==> config.mk <==
export PLATFORM = sky130hd
export DESIGN_NAME = sha256_byte_stream_hasher_top
export DESIGN_NICKNAME = d
export VERILOG_FILES = /design/src/rtl/core/sha256_pkg.sv /design/src/rtl/core/sha256_datapath.sv /design/src/rtl/core/sha256_ctrl.sv /design/src/rtl/core/sha256_byte_stream_hasher_top.sv
export SDC_FILE = /design/constraint.sdc
export NUM_CORES = 2
export LEC_CHECK = 0
export BUFFER_PORTS_ARGS = -buffer_cell sky130_fd_sc_hd__buf_2
export CORE_MARGIN = 1.5
export CORE_UTILIZATION = 60
export CTS_BUF_LIST = sky130_fd_sc_hd__clkbuf_8
export CTS_CLUSTER_DIAMETER = 200
export DETAILED_ROUTE_END_ITERATION = 8
export PLACE_DENSITY_LB_ADDON = 0.05
export SLEW_MARGIN = 10
export SYNTH_ARGS = -nofsm -noshare
export SYNTH_HDL_FRONTEND = slang
export SYNTH_HIERARCHICAL = 1
export SYNTH_SLANG_ARGS = --single-unit
==> constraint.sdc <==
create_clock -name clk -period 27.3 [get_ports clk]
set_clock_uncertainty 0.2 [all_clocks]
set_input_delay 1.365 -clock clk [delete_from_list [all_inputs] [get_ports clk]]
set_output_delay 1.365 -clock clk [all_outputs]
set_load 0.02 [all_outputs]
==> src/rtl/core/sha256_pkg.sv <==
package sha256_pkg;

  typedef enum logic [2:0] {
    ST_IDLE,
    ST_LOAD,
    ST_ROUND,
    ST_FOLD,
    ST_PAD,
    ST_OUT
  } state_t;

  // controller to datapath
  typedef struct packed {
    logic       wr_byte;    // store data byte at fill
    logic       start_msg;  // reload iv, clear counters
    logic       load;       // window and working words from buffer and chain
    logic       round;      // one round
    logic       fold;       // chain += working
    logic       pad_first;  // write padding into current buffer
    logic       pad_len;    // clear buffer and write length only (second block)
    logic       pad_tail;   // write length in last 8 bytes
    logic [5:0] rnd;
  } cmd_t;

  typedef struct packed {
    logic [5:0] fill;
  } status_t;

  localparam logic [31:0] ROUND_K [64] = '{
    32'h428a2f98,32'h71374491,32'hb5c0fbcf,32'he9b5dba5,32'h3956c25b,32'h59f111f1,
    32'h923f82a4,32'hab1c5ed5,32'hd807aa98,32'h12835b01,32'h243185be,32'h550c7dc3,
    32'h72be5d74,32'h80deb1fe,32'h9bdc06a7,32'hc19bf174,32'he49b69c1,32'hefbe4786,
    32'h0fc19dc6,32'h240ca1cc,32'h2de92c6f,32'h4a7484aa,32'h5cb0a9dc,32'h76f988da,
    32'h983e5152,32'ha831c66d,32'hb00327c8,32'hbf597fc7,32'hc6e00bf3,32'hd5a79147,
    32'h06ca6351,32'h14292967,32'h27b70a85,32'h2e1b2138,32'h4d2c6dfc,32'h53380d13,
    32'h650a7354,32'h766a0abb,32'h81c2c92e,32'h92722c85,32'ha2bfe8a1,32'ha81a664b,
    32'hc24b8b70,32'hc76c51a3,32'hd192e819,32'hd6990624,32'hf40e3585,32'h106aa070,
    32'h19a4c116,32'h1e376c08,32'h2748774c,32'h34b0bcb5,32'h391c0cb3,32'h4ed8aa4a,
    32'h5b9cca4f,32'h682e6ff3,32'h748f82ee,32'h78a5636f,32'h84c87814,32'h8cc70208,
    32'h90befffa,32'ha4506ceb,32'hbef9a3f7,32'hc67178f2};

  localparam logic [31:0] INIT_H [8] = '{
    32'h6a09e667,32'hbb67ae85,32'h3c6ef372,32'ha54ff53a,
    32'h510e527f,32'h9b05688c,32'h1f83d9ab,32'h5be0cd19};

  localparam logic [7:0] PAD_BYTE = 8'h80;
  localparam logic [5:0] LEN_START = 6'd56;

endpackage

==> src/rtl/core/sha256_datapath.sv <==
module sha256_datapath (
  input  logic                clk,
  input  logic                rst,
  input  sha256_pkg::cmd_t    cmd,
  input  logic [7:0]          data_byte,
  input  logic [2:0]          out_sel,
  output sha256_pkg::status_t status,
  output logic [31:0]         out_word
);

  // block buffer held as sixteen big-endian words
  logic [31:0] buffer [16];
  logic [31:0] chain [8];
  logic [31:0] wnd [16];
  logic [31:0] v [8];
  logic [5:0]  fill;
  logic [60:0] count;
  logic [63:0] bits;

  function automatic logic [31:0] rotr(input logic [31:0] x, input int n);
    return (x >> n) | (x << (32 - n));
  endfunction

  logic [31:0] s0, s1, wnew, w, t1, t2;

  always_comb begin
    s0 = rotr(wnd[1], 7) ^ rotr(wnd[1], 18) ^ (wnd[1] >> 3);
    s1 = rotr(wnd[14], 17) ^ rotr(wnd[14], 19) ^ (wnd[14] >> 10);
    wnew = wnd[0] + s0 + wnd[9] + s1;
    // window shifts so slot 0 holds the current word for rounds 0 to 15; later rounds use wnew
    w = (cmd.rnd < 6'd16) ? wnd[0] : wnew;
    t1 = v[7] + (rotr(v[4], 6) ^ rotr(v[4], 11) ^ rotr(v[4], 25)) +
         ((v[4] & v[5]) ^ (~v[4] & v[6])) + sha256_pkg::ROUND_K[cmd.rnd] + w;
    t2 = (rotr(v[0], 2) ^ rotr(v[0], 13) ^ rotr(v[0], 22)) +
         ((v[0] & v[1]) ^ (v[0] & v[2]) ^ (v[1] & v[2]));
  end

  assign bits = {count, 3'b000};
  assign status.fill = fill;
  assign out_word = chain[out_sel];

  always_ff @(posedge clk) begin
    for (int i = 0; i < 16; i++) begin
      for (int j = 0; j < 4; j++) begin
        if (cmd.wr_byte && 6'(4*i + j) == fill) begin
          buffer[i][8*(3-j) +: 8] <= data_byte;
        end else if (cmd.pad_tail && 6'(4*i + j) >= sha256_pkg::LEN_START) begin
          buffer[i][8*(3-j) +: 8] <= bits[8*(63 - 4*i - j) +: 8];
        end else if (cmd.pad_first && 6'(4*i + j) == fill) begin
          buffer[i][8*(3-j) +: 8] <= sha256_pkg::PAD_BYTE;
        end else if ((cmd.pad_first && 6'(4*i + j) > fill) ||
                     (cmd.pad_len && 6'(4*i + j) < sha256_pkg::LEN_START)) begin
          buffer[i][8*(3-j) +: 8] <= 8'h00;
        end
      end
    end
    if (cmd.load) begin
      for (int i = 0; i < 16; i++) wnd[i] <= buffer[i];
      for (int i = 0; i < 8; i++) v[i] <= chain[i];
    end
    if (cmd.round) begin
      if (cmd.rnd < 6'd16) begin
        for (int i = 0; i < 15; i++) wnd[i] <= wnd[i+1];
        wnd[15] <= wnd[0];
      end else begin
        for (int i = 0; i < 15; i++) wnd[i] <= wnd[i+1];
        wnd[15] <= wnew;
      end
      v[7] <= v[6];
      v[6] <= v[5];
      v[5] <= v[4];
      v[4] <= v[3] + t1;
      v[3] <= v[2];
      v[2] <= v[1];
      v[1] <= v[0];
      v[0] <= t1 + t2;
    end
  end

  always_ff @(posedge clk) begin
    if (rst || cmd.start_msg) begin
      fill  <= '0;
      count <= '0;
      for (int i = 0; i < 8; i++) chain[i] <= sha256_pkg::INIT_H[i];
    end else begin
      if (cmd.wr_byte) begin
        fill  <= fill + 6'd1;
        count <= count + 61'd1;
      end
      if (cmd.fold) begin
        for (int i = 0; i < 8; i++) chain[i] <= chain[i] + v[i];
      end
    end
  end

endmodule

==> src/rtl/core/sha256_ctrl.sv <==
module sha256_ctrl (
  input  logic                clk,
  input  logic                rst,
  input  logic                in_valid,
  output logic                in_ready,
  input  logic                byte_present,
  input  logic                end_of_message,
  output logic                out_valid,
  input  logic                out_ready,
  output logic [2:0]          out_sel,
  input  sha256_pkg::status_t status,
  output sha256_pkg::cmd_t    cmd
);

  sha256_pkg::state_t state, state_next;
  logic [5:0] rnd, rnd_next;
  logic [2:0] widx, widx_next;
  logic       fin, fin_next;      // closing the message
  logic       two, two_next;      // length goes into an extra block
  logic       acc;
  // set once the padding block of this message has been built
  logic       pad_done;

  assign acc = in_valid && in_ready;
  assign out_sel = widx;

  always_comb begin
    state_next = state;
    rnd_next = rnd;
    widx_next = widx;
    fin_next = fin;
    two_next = two;
    unique case (state)
      sha256_pkg::ST_IDLE: begin
        if (acc) begin
          fin_next = end_of_message;
          if (byte_present && status.fill == 6'd63) state_next = sha256_pkg::ST_LOAD;
          else if (end_of_message) state_next = sha256_pkg::ST_PAD;
        end
      end
      sha256_pkg::ST_PAD: begin
        two_next = status.fill >= sha256_pkg::LEN_START;
        state_next = sha256_pkg::ST_LOAD;
      end
      sha256_pkg::ST_LOAD: begin
        rnd_next = '0;
        state_next = sha256_pkg::ST_ROUND;
      end
      sha256_pkg::ST_ROUND: begin
        rnd_next = rnd + 6'd1;
        if (rnd == 6'd63) state_next = sha256_pkg::ST_FOLD;
      end
      sha256_pkg::ST_FOLD: begin
        if (!fin) state_next = sha256_pkg::ST_IDLE;
        else if (two) begin
          two_next = 1'b0;
          state_next = sha256_pkg::ST_LOAD;
        end else if (status.fill == 6'd0 && !pad_done) begin
          // a full block with end mark: pad after the fold (fill is zero then)
          state_next = sha256_pkg::ST_PAD;
        end else begin
          widx_next = '0;
          state_next = sha256_pkg::ST_OUT;
        end
      end
      sha256_pkg::ST_OUT: begin
        if (out_ready) begin
          widx_next = widx + 3'd1;
          if (widx == 3'd7) state_next = sha256_pkg::ST_IDLE;
        end
      end
      default: state_next = sha256_pkg::ST_IDLE;
    endcase
  end

  always_comb begin
    cmd = '0;
    cmd.rnd = rnd;
    in_ready = 1'b0;
    out_valid = 1'b0;
    unique case (state)
      sha256_pkg::ST_IDLE: begin
        in_ready = 1'b1;
        cmd.wr_byte = acc && byte_present;
      end
      sha256_pkg::ST_PAD: begin
        cmd.pad_first = 1'b1;
        cmd.pad_tail = status.fill < sha256_pkg::LEN_START;
      end
      sha256_pkg::ST_LOAD: cmd.load = 1'b1;
      sha256_pkg::ST_ROUND: cmd.round = 1'b1;
      sha256_pkg::ST_FOLD: begin
        cmd.fold = 1'b1;
        if (two) begin
          cmd.pad_len = 1'b1;
          cmd.pad_tail = 1'b1;
        end
      end
      sha256_pkg::ST_OUT: begin
        out_valid = 1'b1;
        cmd.start_msg = out_ready && widx == 3'd7;
      end
      default: ;
    endcase
  end

  always_ff @(posedge clk) begin
    if (rst) begin
      state <= sha256_pkg::ST_IDLE;
      rnd <= '0;
      widx <= '0;
      fin <= 1'b0;
      two <= 1'b0;
    end else begin
      state <= state_next;
      rnd <= rnd_next;
      widx <= widx_next;
      fin <= fin_next;
      two <= two_next;
    end
  end

  always_ff @(posedge clk) begin
    if (rst || state == sha256_pkg::ST_IDLE) pad_done <= 1'b0;
    else if (state == sha256_pkg::ST_PAD) pad_done <= 1'b1;
  end

endmodule

==> src/rtl/core/sha256_byte_stream_hasher_top.sv <==
// SHA-256 over a byte stream. Each accepted request carries at most one
// message byte; a request with end_of_message closes the message, pads it and
// then the eight digest words come out in order, word_index 0 first, after
// which the block is ready for a new message. A byte request is stored at
// once; the one that completes a 64-byte block is then compressed by the
// single round unit (load, 64 rounds, fold). Closing a message adds one or
// two such compressions plus a padding step, then eight output requests.
// Input is not taken while a block is compressed or the digest is out.
module sha256_byte_stream_hasher_top (
  input  logic        clk,
  input  logic        rst,
  input  logic        in_valid,
  output logic        in_ready,
  input  logic [7:0]  data_byte,
  input  logic        byte_present,
  input  logic        end_of_message,
  output logic        out_valid,
  input  logic        out_ready,
  output logic [31:0] digest_word,
  output logic [2:0]  word_index,
  output logic        last_word
);

  sha256_pkg::cmd_t    cmd;
  sha256_pkg::status_t status;
  logic [2:0]          sel;

  sha256_ctrl u_ctrl (
    .clk, .rst, .in_valid, .in_ready, .byte_present, .end_of_message,
    .out_valid, .out_ready, .out_sel(sel), .status, .cmd
  );

  sha256_datapath u_dp (
    .clk, .rst, .cmd, .data_byte, .out_sel(sel), .status, .out_word(digest_word)
  );

  assign word_index = sel;
  assign last_word = sel == 3'd7;

endmodule
==> flow_summary_export.csv <==
group,metric,value,unit
timing,timing_max_transition_violations_final,0,
yosys,synth-seq-cells,1618,
yosys,synth_edf_count,1529,
outcome,run_status,"finished, final reports clean",
routing,drt.antenna.violating_nets,0,
yosys,yosys.area_share.xor_xnor,0.0559,
yosys,dominant_combinational_cell_family_by_area_after_synthesis,"simple AND/OR/NAND/NOR gates",
yosys,synth.area.mux_share,0.0958,
cts,htreeDepth,5,
yosys,synth.yosys.warnings,6,
yosys,synthAdderAreaFrac,0.0960,
yosys,avgSynthCellArea,11.3,sq um
cts,cts_repair_resizes,0,
timing,rsz_0062_raised_after_global_routing,"false",
flow_run,cap_violations,0,
critical_path,regToRegEndpoint,"u_dp/v[0][30]",
critical_path,worst_path_cell_with_the_longest_stage_delay,"sky130_fd_sc_hd__fa_1",
floorplanning,fp-row-count,146,
routing,first_pass_detailed_route_iteration_total,6,
global_routing,globalRouteOverflowTotal,0,
cts,cts_tree,"built",
routing,drt_drc_violations_left,0,
yosys,synth-simple-area-share,0.125,
critical_path,cp-endpoint,"u_dp/v[0][30]",
routing,route.final.wire_length,314,mm
global_routing,globalRouteTotalUtil,0.382,
cts,number_of_setup_buffers_added_after_cts,0,
timing,totalNegativeSetupSlack,0,ns
floorplanning,core_region_area,0.159,sq mm
critical_path,cp.required,27.84,ns
cts,cts_buffers,296,
timing,tightest_slew,1.37,ns
critical_path,critical_path_fanout_max,6,
floorplanning,die-area,0.163,sq mm
layout,syn2layout_area_growth,7.97,%
global_routing,grt_antenna_before_repair,11,
yosys,post_synth_instance_area,0.0964,sq mm
critical_path,cpPeakStageDelay,0.55,ns
timing,max-slew-margin-rel,0.0850,
critical_path,reg_to_reg_slack_setup,15.62,ns
routing,detail_route.iter0.violations,6968,
placement,numPlacedInstances,10400,
floorplanning,initial_core_utilization,0.607,
placement,dp_hpwl,226,mm
yosys,mappedNetlistNets,9170,
global_routing,grt_max_degree,179,
placement,buffer_ports.inserted,51,
cts,root_buffer,"sky130_fd_sc_hd__clkbuf_8",
routing,viasPerCell,6.40,
yosys,complex_gate_fraction_of_the_synthesized_area,0.102,
cts,cts-root-to-sink-buffers,4,
global_routing,grt_pass1_vias,68948,
layout,finish.net_count,9239,
yosys,synthFlopType,"sky130_fd_sc_hd__edfxtp_1",
layout,layout_cell_share_with_drive_strength_beyond_1,0.148,
critical_path,setup.worst_path.class,"flop to flop",
critical_path,timing.critical_path.from_type,"flop",
yosys,instance_count_of_the_mapped_netlist,8557,
critical_path,ff2ff_path_depth,43,
layout,final_cells,10916,
cts,clock_insertion_delay_worst_skew,1.07,ns
timing,hold_viol_final,0,
timing,setup_ws_final,15.62,ns
routing,routedWlPerCell,28.7,um
floorplanning,top_level_ports,52,
worst_hold_path,timing.hold.worst.class,"flop to flop",
placement,finalWeightedCongestion,0.999,
timing,fin_crit_sh,0.428,
timing,fmaxAchievable,85.6,MHz
yosys,yosysUniqueCellTypes,107,
cts,tritoncts_sinks,1618,
floorplanning,die_height,404,um
critical_path,cp_common_cell,"sky130_fd_sc_hd__fa_1",
placement,preCtsSetupSlack,15.85,ns
floorplanning,die_width,404,um
routing,detailroute.via_count,69830,
timing,setup-violations-final,0,
critical_path,worst-endpoint-arrival,12.23,ns
critical_path,critical_path.endpoint_type,"flop",
yosys,synth_seq_area_share,0.495,
global_routing,grt_pass1_wl,456,mm
cts,clock_slew_at_reported_path_ffs,0.06,ns
cts,ctsHoldBuffers,0,
critical_path,r2r_start,"u_dp/wnd[1][203]",
timing,finalWorstPathRequiredPeriod,11.68,ns
layout,utilization,0.655,
critical_path,worstSetupStartpoint,"u_dp/wnd[1][203]",
yosys,synth_async_sr_flop_share,0,
[cell usage after synthesis (78+ instances only)]
master / count / area share
sky130_fd_sc_hd__and2_1: 284 / 0.018
sky130_fd_sc_hd__nand3_1: 124 / 0.0064
sky130_fd_sc_hd__xor2_1: 197 / 0.018
sky130_fd_sc_hd__fa_1: 196 / 0.041
sky130_fd_sc_hd__dfxtp_1: 89 / 0.018
sky130_fd_sc_hd__nor2_1: 626 / 0.024
sky130_fd_sc_hd__nor2b_1: 200 / 0.013
sky130_fd_sc_hd__nor3_1: 95 / 0.0049
sky130_fd_sc_hd__inv_1: 362 / 0.014
sky130_fd_sc_hd__ha_1: 403 / 0.052
sky130_fd_sc_hd__edfxtp_1: 1529 / 0.48
sky130_fd_sc_hd__nand2_1: 1006 / 0.039
sky130_fd_sc_hd__mux2i_1: 78 / 0.0081
sky130_fd_sc_hd__xnor2_1: 417 / 0.038
sky130_fd_sc_hd__mux2_2: 614 / 0.072
sky130_fd_sc_hd__o21ai_0: 398 / 0.021
sky130_fd_sc_hd__a21oi_1: 436 / 0.023
sky130_fd_sc_hd__clkbuf_1: 354 / 0.014
sky130_fd_sc_hd__a21o_1: 165 / 0.013
[worst max-delay path, delay by kind of cell (launching register included)]
family          cells  cell delay (ns)
mux                 1             0.27
flops               1             0.47
xor+xnor            4             0.87
simple gates        9             1.15
fa+ha+maj          10             4.46
buf+inv             2             0.09
compound gates     17             3.85
[worst min path at each step]
stage               cells past startpoint          startpoint                 end  slack [ns]
global route                            1  u_dp/buffer[1][24]  u_dp/buffer[1][24]        0.31
floorplan                               1  u_dp/buffer[1][24]  u_dp/buffer[1][24]        0.25
global placement                        1  u_dp/buffer[1][30]  u_dp/buffer[1][30]        0.26
finish                                  1  u_dp/buffer[1][27]  u_dp/buffer[1][27]        0.28
detailed placement                      1  u_dp/buffer[1][30]  u_dp/buffer[1][30]        0.26
CTS                                     3      end_of_message          u_ctrl/fin        0.27
[per-stage QoR]
stage                     hold WS (ns)  instance area [sq um]
after global placement           0.259                  98800
after global routing             0.305                 104000
after detailed placement         0.265                  98800
after CTS                        0.271                 104000
after floorplan                  0.246                  96400
final                            0.284                 104000
[metal layers]
layer	up-vias	wire length (um)	track usage
met5	-	35	0
met4	6	27000	0.284
met3	953	22800	0.0645
met2	3493	148000	0.619
met1	34455	116000	0.462
li1	30923	-	-
[cell usage in the layout (no fill, tap or decap), types with 66 or more instances in the layout]
| cell | count |
|---|---|
| sky130_fd_sc_hd__nor2_1 | 624 |
| sky130_fd_sc_hd__ha_1 | 403 |
| sky130_fd_sc_hd__edfxtp_1 | 1529 |
| sky130_fd_sc_hd__nand2b_1 | 70 |
| sky130_fd_sc_hd__xnor2_1 | 417 |
| sky130_fd_sc_hd__o21a_1 | 66 |
| sky130_fd_sc_hd__fa_1 | 196 |
| sky130_fd_sc_hd__nor3_1 | 95 |
| sky130_fd_sc_hd__clkinv_1 | 67 |
| sky130_fd_sc_hd__nand3_1 | 124 |
| sky130_fd_sc_hd__mux2_2 | 614 |
| sky130_fd_sc_hd__dfxtp_1 | 82 |
| sky130_fd_sc_hd__mux4_2 | 68 |
| sky130_fd_sc_hd__and2_1 | 283 |
| sky130_fd_sc_hd__buf_4 | 133 |
| sky130_fd_sc_hd__a21o_1 | 165 |
| sky130_fd_sc_hd__inv_1 | 448 |
| sky130_fd_sc_hd__xor2_1 | 197 |
| sky130_fd_sc_hd__nand2_1 | 1004 |
| sky130_fd_sc_hd__nor2b_1 | 199 |
| sky130_fd_sc_hd__o21ai_0 | 383 |
| sky130_fd_sc_hd__a21oi_1 | 436 |
| sky130_fd_sc_hd__clkbuf_8 | 313 |
| sky130_fd_sc_hd__mux2i_1 | 78 |
[area by class of cell]
class / instances / area, sq um
well taps: 2072 / 2590
diodes: 5 / 12.5
inverters: 365 / 1390
multi-input cells: 6161 / 45800
flip-flops and latches: 1618 / 47700
clock buffers: 313 / 4310
clock inverters: 198 / 946
fillers: 12282 / 54800
repair buffers: 184 / 1310
[sequential cells by signal, summed over array words and instances, names as in the netlist]
| name | count |
|---|---|
| u_ctrl/fin | 1 |
| u_ctrl/pad_done | 1 |
| u_dp/wnd | 512 |
| u_ctrl/rnd | 6 |
| u_dp/buffer | 512 |
| u_ctrl/out_sel | 3 |
| u_dp/status | 6 |
| u_ctrl/state | 3 |
| u_dp/v | 256 |
| u_dp/chain | 256 |
| u_ctrl/two | 1 |
| u_dp/count | 61 |
[kinds of logic after synthesis]
| group | Yosys count |
|---|---|
| buffers and inverters | 778 |
| muxes | 761 |
| AOI/OAI and AO/OA | 1552 |
| and+or+nand+nor | 2605 |
| adders and majority gates | 628 |
| DFF | 1618 |
| xor gates and xnor gates | 615 |
Power is not shown: default switching activity piles up to over one toggle a cycle in this logic, so the estimate is an artifact.
